==> config.mk <==
export PLATFORM = sky130hd
export DESIGN_NAME = four_axis_move_queue_stepper_flat
export DESIGN_NICKNAME = d
export VERILOG_FILES = /design/src/sv/mqs_pkg.sv /design/src/sv/mqs_cmd_if.sv /design/src/sv/mqs_res_if.sv /design/src/sv/mqs_ring.sv /design/src/sv/four_axis_move_queue_stepper.sv /design/src/flat_wrapper.sv
export SDC_FILE = /design/constraint.sdc
export NUM_CORES = 2
export LEC_CHECK = 0
export BUFFER_PORTS_ARGS = -buffer_cell sky130_fd_sc_hd__buf_2
export CORE_ASPECT_RATIO = 0.5
export CORE_UTILIZATION = 55
export CTS_CLUSTER_SIZE = 25
export DETAILED_ROUTE_END_ITERATION = 10
export HOLD_SLACK_MARGIN = 0.06
export PLACE_DENSITY = 0.79
export SYNTH_ARGS = -nofsm -noshare
export SYNTH_HDL_FRONTEND = slang
export SYNTH_SLANG_ARGS = --single-unit
export TNS_END_PERCENT = 30
==> constraint.sdc <==
create_clock -name clk -period 8.1 [get_ports clk]
set_input_delay 0.81 -clock clk [delete_from_list [all_inputs] [get_ports clk]]
set_output_delay 0.81 -clock clk [all_outputs]
set_load 0.02 [all_outputs]
==> src/sv/mqs_pkg.sv <==
package mqs_pkg;

  localparam int QUEUE_DEPTH = 64;
  localparam int PTR_BITS = $clog2(QUEUE_DEPTH);
  localparam int POS_BITS = 8;
  localparam int AXES = 4;
  localparam int LEVEL_BITS = 6;
  localparam int LVL_W = (PTR_BITS + 1 > LEVEL_BITS) ? PTR_BITS + 1 : LEVEL_BITS;

  // axis slots inside a tuple
  localparam int AX_X = 0;
  localparam int AX_Y = 1;
  localparam int AX_THETA = 2;
  localparam int AX_PHI = 3;

  typedef logic [PTR_BITS-1:0] ptr_t;
  typedef logic signed [POS_BITS-1:0] pos_t;
  typedef logic [AXES-1:0][POS_BITS-1:0] tuple_t;
  typedef logic [LEVEL_BITS-1:0] level_t;

  typedef enum logic [1:0] {
    ACT_ABS   = 2'd0,
    ACT_REL   = 2'd1,
    ACT_TICK  = 2'd2,
    ACT_ABORT = 2'd3
  } action_t;

  function automatic ptr_t ptr_inc(input ptr_t p);
    ptr_t r;
    if (p == ptr_t'(QUEUE_DEPTH - 1)) begin
      r = '0;
    end else begin
      r = p + 1'b1;
    end
    return r;
  endfunction

  function automatic ptr_t ptr_dec(input ptr_t p);
    ptr_t r;
    if (p == '0) begin
      r = ptr_t'(QUEUE_DEPTH - 1);
    end else begin
      r = p - 1'b1;
    end
    return r;
  endfunction

endpackage

==> src/sv/mqs_cmd_if.sv <==
interface mqs_cmd_if;
  import mqs_pkg::*;

  logic       valid;
  logic       ready;
  logic [1:0] action;
  pos_t       x;
  pos_t       y;
  pos_t       theta;
  pos_t       phi;

  modport source (output valid, action, x, y, theta, phi, input ready);
  modport sink (input valid, action, x, y, theta, phi, output ready);
endinterface

==> src/sv/mqs_res_if.sv <==
interface mqs_res_if;
  import mqs_pkg::*;

  logic   valid;
  logic   ready;
  logic   status;
  logic   moving;
  logic   step_x;
  logic   dir_x;
  logic   step_y;
  logic   dir_y;
  pos_t   pos_x;
  pos_t   pos_y;
  pos_t   pos_theta;
  pos_t   pos_phi;
  level_t queue_level;

  modport source (output valid, status, moving, step_x, dir_x, step_y, dir_y,
                  pos_x, pos_y, pos_theta, pos_phi, queue_level, input ready);
  modport sink (input valid, status, moving, step_x, dir_x, step_y, dir_y,
                pos_x, pos_y, pos_theta, pos_phi, queue_level, output ready);
endinterface

==> src/sv/mqs_ring.sv <==
module mqs_ring (
  input  logic            clk,
  input  logic            wr_en,
  input  mqs_pkg::ptr_t   wr_addr,
  input  mqs_pkg::tuple_t wr_data,
  input  mqs_pkg::ptr_t   rd_addr,
  output mqs_pkg::tuple_t rd_data
);
  import mqs_pkg::*;

  tuple_t mem [QUEUE_DEPTH];

  always_ff @(posedge clk) begin
    if (wr_en) begin
      mem[wr_addr] <= wr_data;
    end
  end

  always_ff @(posedge clk) begin
    rd_data <= mem[rd_addr];
  end
endmodule

==> src/sv/four_axis_move_queue_stepper.sv <==
// channel | dir | handshake    | payload
// cmd     | in  | valid, ready | action, x, y, theta, phi
// res     | out | valid, ready | status, moving, step_x, dir_x, step_y, dir_y,
//         |     |              | pos_x, pos_y, pos_theta, pos_phi, queue_level
//
// each item: the accept cycle issues the ring read, then the EXEC state
// uses the registered ring data, updates state and loads the result register
// one item in flight at a time; cmd.ready is high only in the idle state
// a result not yet taken holds EXEC until res.ready frees the register
// rst is synchronous; pointers, positions, directions and busy clear, ring not
module four_axis_move_queue_stepper (
  input  logic     clk,
  input  logic     rst,
  mqs_cmd_if.sink  cmd,
  mqs_res_if.source res
);
  import mqs_pkg::*;

  typedef enum logic {
    IDLE,
    EXEC
  } state_t;

  typedef struct packed {
    action_t action;
    tuple_t  arg;
  } item_t;

  state_t state;
  item_t  item;

  // queue and motion state
  ptr_t      wr_ptr, wr_ptr_next;
  ptr_t      rd_ptr, rd_ptr_next;
  tuple_t    cur_pos, cur_pos_next;
  tuple_t    tgt_pos, tgt_pos_next;
  logic [AXES-1:0] dirs, dirs_next;
  logic      busy, busy_next;

  // result register
  logic      res_valid;
  logic      r_status, r_status_next;
  logic [AXES-1:0] r_step, r_step_next;
  logic [AXES-1:0] r_dir, r_dir_next;
  level_t    r_level, r_level_next;

  // ring port signals
  logic      ring_we;
  tuple_t    ring_wdata;
  ptr_t      ring_raddr;
  tuple_t    ring_rdata;
  action_t   rd_action;

  logic      finish;
  logic      empty;
  logic      full;
  tuple_t    goal;
  tuple_t    rel_sum;
  logic [LVL_W-1:0] lvl;
  logic signed [POS_BITS:0] wide_sum [AXES];

  assign cmd.ready = (state == IDLE);
  assign finish = (state == EXEC) && (!res_valid || res.ready);

  // read address: live payload on accept, held item while waiting to finish
  assign rd_action = (state == IDLE) ? action_t'(cmd.action) : item.action;
  assign ring_raddr = (rd_action == ACT_REL) ? ptr_dec(wr_ptr) : rd_ptr;

  mqs_ring u_ring (
    .clk     (clk),
    .wr_en   (ring_we),
    .wr_addr (wr_ptr),
    .wr_data (ring_wdata),
    .rd_addr (ring_raddr),
    .rd_data (ring_rdata)
  );

  assign empty = (wr_ptr == rd_ptr);
  assign full  = (ptr_inc(wr_ptr) == rd_ptr);

  // end goal for relative moves: newest entry, else current target
  assign goal = empty ? tgt_pos : ring_rdata;

  // bounded add: an axis that leaves the signed range keeps its goal
  always_comb begin
    for (int i = 0; i < AXES; i++) begin
      wide_sum[i] = {goal[i][POS_BITS-1], goal[i]} + {item.arg[i][POS_BITS-1], item.arg[i]};
      if (wide_sum[i][POS_BITS] != wide_sum[i][POS_BITS-1]) begin
        rel_sum[i] = goal[i];
      end else begin
        rel_sum[i] = wide_sum[i][POS_BITS-1:0];
      end
    end
  end

  always_comb begin
    wr_ptr_next   = wr_ptr;
    rd_ptr_next   = rd_ptr;
    cur_pos_next  = cur_pos;
    tgt_pos_next  = tgt_pos;
    dirs_next     = dirs;
    busy_next     = busy;
    r_status_next = 1'b0;
    r_step_next   = '0;
    r_dir_next    = '0;
    ring_we       = 1'b0;
    ring_wdata    = item.arg;

    case (item.action)
      ACT_ABS, ACT_REL: begin
        if (item.action == ACT_REL) begin
          ring_wdata = rel_sum;
        end
        if (full) begin
          r_status_next = 1'b1;
        end else begin
          ring_we     = finish;
          wr_ptr_next = ptr_inc(wr_ptr);
        end
      end
      ACT_TICK: begin
        // idle with entries queued: dequeue and latch directions
        if (!busy && !empty) begin
          tgt_pos_next = ring_rdata;
          rd_ptr_next  = ptr_inc(rd_ptr);
          busy_next    = 1'b1;
          for (int i = 0; i < AXES; i++) begin
            dirs_next[i] = $signed(cur_pos[i]) < $signed(ring_rdata[i]);
          end
        end
        // one unit per unequal axis, move ends when all arrive
        if (busy_next) begin
          for (int i = 0; i < AXES; i++) begin
            if (cur_pos[i] != tgt_pos_next[i]) begin
              r_step_next[i] = 1'b1;
              r_dir_next[i]  = dirs_next[i];
              if (dirs_next[i]) begin
                cur_pos_next[i] = cur_pos[i] + 1'b1;
              end else begin
                cur_pos_next[i] = cur_pos[i] - 1'b1;
              end
            end
          end
          if (cur_pos_next == tgt_pos_next) begin
            busy_next = 1'b0;
          end
        end
      end
      ACT_ABORT: begin
        wr_ptr_next = rd_ptr;
      end
      default: begin
      end
    endcase

    if (wr_ptr_next >= rd_ptr_next) begin
      lvl = LVL_W'(wr_ptr_next) - LVL_W'(rd_ptr_next);
    end else begin
      lvl = LVL_W'(wr_ptr_next) + LVL_W'(QUEUE_DEPTH) - LVL_W'(rd_ptr_next);
    end
    r_level_next = lvl[LEVEL_BITS-1:0];
  end

  always_ff @(posedge clk) begin
    if (rst) begin
      state     <= IDLE;
      wr_ptr    <= '0;
      rd_ptr    <= '0;
      cur_pos   <= '0;
      tgt_pos   <= '0;
      dirs      <= '0;
      busy      <= 1'b0;
      res_valid <= 1'b0;
    end else begin
      // a new result replaces the one taken at this edge
      if (finish) begin
        res_valid <= 1'b1;
      end else if (res.ready) begin
        res_valid <= 1'b0;
      end
      case (state)
        IDLE: begin
          if (cmd.valid) begin
            item.action <= action_t'(cmd.action);
            item.arg[AX_X]     <= cmd.x;
            item.arg[AX_Y]     <= cmd.y;
            item.arg[AX_THETA] <= cmd.theta;
            item.arg[AX_PHI]   <= cmd.phi;
            state <= EXEC;
          end
        end
        EXEC: begin
          if (finish) begin
            wr_ptr    <= wr_ptr_next;
            rd_ptr    <= rd_ptr_next;
            cur_pos   <= cur_pos_next;
            tgt_pos   <= tgt_pos_next;
            dirs      <= dirs_next;
            busy      <= busy_next;
            r_status  <= r_status_next;
            r_step    <= r_step_next;
            r_dir     <= r_dir_next;
            r_level   <= r_level_next;
            state     <= IDLE;
          end
        end
        default: begin
          state <= IDLE;
        end
      endcase
    end
  end

  // result fields; positions come straight from the live state, which only
  // changes when a new result is loaded
  assign res.valid       = res_valid;
  assign res.status      = r_status;
  assign res.moving      = busy;
  assign res.step_x      = r_step[AX_X];
  assign res.dir_x       = r_dir[AX_X];
  assign res.step_y      = r_step[AX_Y];
  assign res.dir_y       = r_dir[AX_Y];
  assign res.pos_x       = cur_pos[AX_X];
  assign res.pos_y       = cur_pos[AX_Y];
  assign res.pos_theta   = cur_pos[AX_THETA];
  assign res.pos_phi     = cur_pos[AX_PHI];
  assign res.queue_level = r_level;
endmodule

==> src/flat_wrapper.sv <==
// flat-port wrapper written by rule: the top's interface ports become plain ports
module four_axis_move_queue_stepper_flat import mqs_pkg::*;
  (clk, rst, cmd_valid, cmd_action, cmd_x, cmd_y, cmd_theta, cmd_phi, cmd_ready, res_valid, res_status, res_moving, res_step_x, res_dir_x, res_step_y, res_dir_y, res_pos_x, res_pos_y, res_pos_theta, res_pos_phi, res_queue_level, res_ready);
  mqs_cmd_if cmd_i ();
  mqs_res_if res_i ();
  input  logic clk;
  input  logic rst;
  input wire logic [$bits(cmd_i.valid)-1:0] cmd_valid;
  input wire logic [$bits(cmd_i.action)-1:0] cmd_action;
  input wire logic [$bits(cmd_i.x)-1:0] cmd_x;
  input wire logic [$bits(cmd_i.y)-1:0] cmd_y;
  input wire logic [$bits(cmd_i.theta)-1:0] cmd_theta;
  input wire logic [$bits(cmd_i.phi)-1:0] cmd_phi;
  output wire logic [$bits(cmd_i.ready)-1:0] cmd_ready;
  output wire logic [$bits(res_i.valid)-1:0] res_valid;
  output wire logic [$bits(res_i.status)-1:0] res_status;
  output wire logic [$bits(res_i.moving)-1:0] res_moving;
  output wire logic [$bits(res_i.step_x)-1:0] res_step_x;
  output wire logic [$bits(res_i.dir_x)-1:0] res_dir_x;
  output wire logic [$bits(res_i.step_y)-1:0] res_step_y;
  output wire logic [$bits(res_i.dir_y)-1:0] res_dir_y;
  output wire logic [$bits(res_i.pos_x)-1:0] res_pos_x;
  output wire logic [$bits(res_i.pos_y)-1:0] res_pos_y;
  output wire logic [$bits(res_i.pos_theta)-1:0] res_pos_theta;
  output wire logic [$bits(res_i.pos_phi)-1:0] res_pos_phi;
  output wire logic [$bits(res_i.queue_level)-1:0] res_queue_level;
  input wire logic [$bits(res_i.ready)-1:0] res_ready;
  assign cmd_i.valid = cmd_valid;
  assign cmd_i.action = cmd_action;
  assign cmd_i.x = cmd_x;
  assign cmd_i.y = cmd_y;
  assign cmd_i.theta = cmd_theta;
  assign cmd_i.phi = cmd_phi;
  assign cmd_ready = cmd_i.ready;
  assign res_valid = res_i.valid;
  assign res_status = res_i.status;
  assign res_moving = res_i.moving;
  assign res_step_x = res_i.step_x;
  assign res_dir_x = res_i.dir_x;
  assign res_step_y = res_i.step_y;
  assign res_dir_y = res_i.dir_y;
  assign res_pos_x = res_i.pos_x;
  assign res_pos_y = res_i.pos_y;
  assign res_pos_theta = res_i.pos_theta;
  assign res_pos_phi = res_i.pos_phi;
  assign res_queue_level = res_i.queue_level;
  assign res_i.ready = res_ready;
  four_axis_move_queue_stepper u_core (.clk(clk), .rst(rst), .cmd(cmd_i), .res(res_i));
endmodule
==> run metrics <==
run status=complete, no violations; clock network fraction of total power=33.8%; DIE AREA=165900 um^2; CTS root buffer=sky130_fd_sc_hd__clkbuf_16; antenna viol nets, final=0; peak fanout along the critical path=40; maximum capacitance violations=0; TritonCTS clock tree=built; number of iterations in the first detailed-routing pass=5; HPWL after detailed placement=140900 um; number of antenna violations at the first check in global routing=10; Crit Reg-Reg Endpoint=u_core.u_ring.mem[48][29]; CTS sink cnt=2208; startpoint of the worst-slack reg-to-reg timing path=u_core.wr_ptr[2]; DR vias=50790; clock edge transition at the registers on the reported setup and hold paths=60 ps; drt initial violations=8205; number of flops mapped to enable cells by yosys=2093; Most Frequent Cell on Critical Path=sky130_fd_sc_hd__a21oi_1; beginning of the worst hold path=cmd_x[5]; DRC violation count after routing=0; hold-fix buffer count after cts=0; worst-case clock buffer depth=3; Port Buffer Count=83; Max-slew headroom=4.379%; switching share of power=26.92%; Worst Path Arrival=7400 ps; setup repair after global routing missed its margin=false; first element of the critical path=u_core.wr_ptr[2]; path class of the lowest-slack min-delay path=input port to flip-flop; Syn Nets=4952; part of the total power dissipated in sequential elements=49.4%; share of post-route cells with drive strength above 1=23.01%; flop2flop setup slack=1340 ps; count of final setup violators=0; Avg WL per Cell=34.55 um; number of distinct library cells after synthesis=78; leakage power=32.39 nW; nets=5103; Power Dens Cells=268.9 nW/um^2; die width=575.1 um; vias in the first global route=49420; Total Wirelength=253200 um; core area=162000 um^2; wire length of the first global-routing pass=356100 um; CP top delay family=compound AO/OA/AOI/OAI gates; sum of overflow across all layers after global routing=0; Avg Cell Area, Syn=18.67 um^2; cell area after synthesis=90320 um^2; overall track demand over capacity in global routing=30.50%; cell internal pwr=19.80 mW; portion of total power attributed to combinational logic=16.8%; weighted congestion at the end of routability-driven global placement=0.9207; number of warnings printed during yosys synthesis=0; area growth from synthesis to layout=11.58%; die span in y=288.5 um; Buf+Inv Stages, Crit Path=2; Worst Setup End Kind=flip-flop; Skew-Pair Late Insertion Delay=840 ps; number of buffers created by CTS=186; top library cells by usage in the layout, fill and taps aside=sky130_fd_sc_hd__edfxtp_1, sky130_fd_sc_hd__mux4_2, sky130_fd_sc_hd__a21oi_1, sky130_fd_sc_hd__a211oi_1, sky130_fd_sc_hd__mux2i_1; count of filler cells inserted in the layout=10570; shortest period the worst path allows=6761 ps; CP required=8730 ps; largest stage delay on the critical path=950 ps; Worst setup SP type=flip-flop; post-cts resize count=0; Setup Fix Bufs, Post-CTS=0; count of final max-slew check failures=0; net switching power=7.293 mW; final setup TNS=0 ps; post-synthesis cell count=4837; smallest setup slack after layout=1339 ps; worst reg2reg path depth=17; endpoint of the most critical setup path=u_core.u_ring.mem[48][29]; # H-tree levels=4; maximum vdd ir drop=0.0002553 V; Setup CP Type=flip-flop to flip-flop; Core Rows=104; number of logic stages on the critical path including buffering=17; sequential element share of the synthesized area=72.14%; Top Ports=84; maximum number of pins on one net before global-route repair=111; most instantiated flip-flop cell in the synthesis netlist=sky130_fd_sc_hd__edfxtp_1; actual transition at the worst max-transition pin=1429 ps; Setup WS pre-CTS=1512 ps; cell-by-cell trace of the critical path=xor2_4, or4_4, nor2_4, buf_4, o21ai_0, fa_1, a21oi_1, nor2_1, nor2_1, o21bai_1, a21oi_1, o21bai_1, a21oi_1, xnor2_1, mux2i_1, o21ai_4, buf_4; post-route clock period utilization=83.47%; number of vias per cell=6.930; slowest library cell on the worst path=sky130_fd_sc_hd__o21ai_4; most common cell after layout, fill and taps aside=sky130_fd_sc_hd__edfxtp_1; number of flip-flops and latches in the synthesized netlist=2208; FFs w/ async S/R, synth=0%; Final Skew=45.81 ps; timing-limited maximum frequency=0.1479 GHz; final hold vios=0; initial cell density of the core=55.75%
power by group through the flow:
stage / clock (mW) / sequential (mW) / combinational, mW
after floorplan: 0 / 13.6 / 3.02
after global placement: 0 / 13.6 / 4.28
after detailed placement: 0 / 13.6 / 4.41
after CTS: 9.18 / 13.4 / 4.47
after global routing: 9.59 / 13.4 / 4.81
final: 9.15 / 13.4 / 4.56
registers in the layout (all words and copies together), names as in the netlist, 8 cells and up:
register and flops:
u_core.u_ring.mem 2048, u_core.item 34, u_core.tgt_pos 32, u_core.u_ring.rd_data 32, u_core.res.pos_phi 8, u_core.res.pos_theta 8
u_core.res.pos_x 8, u_core.res.pos_y 8
cell families (layout without fill, tap and decap cells):
kind of cell	Yosys count	in the layout	share of synthesized area [%]
multiplexers	726	726	15.16
adder cells (fa/ha/maj)	77	77	1.108
XOR/XNOR	168	168	1.675
AND/OR/NAND/NOR	664	664	3.588
buffers and inverters	349	663	1.727
flip-flops	2208	2208	72.14
other	0	4	0
AO/OA/AOI/OAI	645	645	4.601
final cells by class:
cell class / instances / area (um^2) / area share [%]
diodes: 4 / 10.01 / 0.009932
clock buffers: 244 / 5099 / 5.059
clock inverters: 107 / 1061 / 1.053
inverters: 56 / 210.2 / 0.2086
multi-input cells: 2280 / 24570 / 24.38
flip-flops and latches: 2208 / 65150 / 64.65
well taps: 2173 / 2719 / 2.698
repair buffers: 256 / 1952 / 1.937
synthesized netlist by cell type, types with 4 or more instances:
| cell | count | share of area (%) |
|---|---|---|
| sky130_fd_sc_hd__a211oi_1 | 230 | 1.9 |
| sky130_fd_sc_hd__a21o_1 | 14 | 0.12 |
| sky130_fd_sc_hd__a21oi_1 | 227 | 1.3 |
| sky130_fd_sc_hd__a31oi_1 | 7 | 0.048 |
| sky130_fd_sc_hd__and3_1 | 12 | 0.083 |
| sky130_fd_sc_hd__buf_1 | 11 | 0.046 |
| sky130_fd_sc_hd__buf_2 | 113 | 0.63 |
| sky130_fd_sc_hd__buf_4 | 23 | 0.19 |
| sky130_fd_sc_hd__clkbuf_1 | 143 | 0.59 |
| sky130_fd_sc_hd__dfxtp_1 | 115 | 2.5 |
| sky130_fd_sc_hd__edfxtp_1 | 2093 | 70 |
| sky130_fd_sc_hd__fa_1 | 5 | 0.11 |
| sky130_fd_sc_hd__ha_1 | 72 | 1.0 |
| sky130_fd_sc_hd__inv_1 | 56 | 0.23 |
| sky130_fd_sc_hd__mux2_2 | 5 | 0.062 |
| sky130_fd_sc_hd__mux2i_1 | 207 | 2.3 |
| sky130_fd_sc_hd__mux4_2 | 512 | 13 |
| sky130_fd_sc_hd__nand2_1 | 190 | 0.79 |
| sky130_fd_sc_hd__nand2b_1 | 15 | 0.10 |
| sky130_fd_sc_hd__nand3_1 | 29 | 0.16 |
| sky130_fd_sc_hd__nand3b_1 | 5 | 0.042 |
| sky130_fd_sc_hd__nand4_1 | 19 | 0.13 |
| sky130_fd_sc_hd__nor2_1 | 179 | 0.74 |
| sky130_fd_sc_hd__nor2b_1 | 143 | 0.99 |
| sky130_fd_sc_hd__nor3_1 | 18 | 0.10 |
| sky130_fd_sc_hd__nor3b_1 | 8 | 0.066 |
| sky130_fd_sc_hd__nor4_1 | 8 | 0.055 |
| sky130_fd_sc_hd__o211ai_1 | 5 | 0.042 |
| sky130_fd_sc_hd__o21a_1 | 5 | 0.042 |
| sky130_fd_sc_hd__o21ai_0 | 90 | 0.50 |
| sky130_fd_sc_hd__o21bai_1 | 13 | 0.11 |
| sky130_fd_sc_hd__o22ai_1 | 10 | 0.069 |
| sky130_fd_sc_hd__or2_2 | 4 | 0.028 |
| sky130_fd_sc_hd__or3_1 | 16 | 0.11 |
| sky130_fd_sc_hd__or4_1 | 4 | 0.033 |
| sky130_fd_sc_hd__xnor2_1 | 103 | 1.0 |
| sky130_fd_sc_hd__xor2_1 | 61 | 0.59 |
worst min-delay path by stage:
stage | end | cells past startpoint
final | u_core.item[5] | 1
after global placement | u_core.tgt_pos[12] | 2
after CTS | u_core.item[5] | 1
after floorplan | u_core.tgt_pos[24] | 2
after detailed placement | u_core.tgt_pos[20] | 2
after global routing | u_core.item[0] | 1
worst register-to-register path, stage by stage (launching register included):
cell and delay, ps:
sky130_fd_sc_hd__dfxtp_1 800, sky130_fd_sc_hd__xor2_4 200, sky130_fd_sc_hd__or4_4 630, sky130_fd_sc_hd__nor2_4 540
sky130_fd_sc_hd__buf_4 400, sky130_fd_sc_hd__o21ai_0 250, sky130_fd_sc_hd__fa_1 470, sky130_fd_sc_hd__a21oi_1 150
sky130_fd_sc_hd__nor2_1 60, sky130_fd_sc_hd__nor2_1 170, sky130_fd_sc_hd__o21bai_1 100, sky130_fd_sc_hd__a21oi_1 240
sky130_fd_sc_hd__o21bai_1 100, sky130_fd_sc_hd__a21oi_1 350, sky130_fd_sc_hd__xnor2_1 500, sky130_fd_sc_hd__mux2i_1 250
sky130_fd_sc_hd__o21ai_4 950, sky130_fd_sc_hd__buf_4 430
routing by layer:
metal	track usage, %	wire [um]
met4	12.58	10930
met3	9.116	37720
met1	41.81	90490
met5	0	42
met2	46.27	114000
metrics by stage:
stage                     cells  area, um^2  hold slack (ps)  power (mW)  util (%)
after floorplan            4837       90320            448.9       16.64         -
after global placement     6970       94550            488.0       17.89     58.36
after detailed placement   6970       94550            498.3       18.03     58.36
after CTS                  7321      100700            117.3       27.02     62.16
after global routing       7324      100800            131.6       27.78     62.20
final                      7328      100800            145.2       27.10     62.21
No activity file was read; power rests on OpenSTA's default activity.
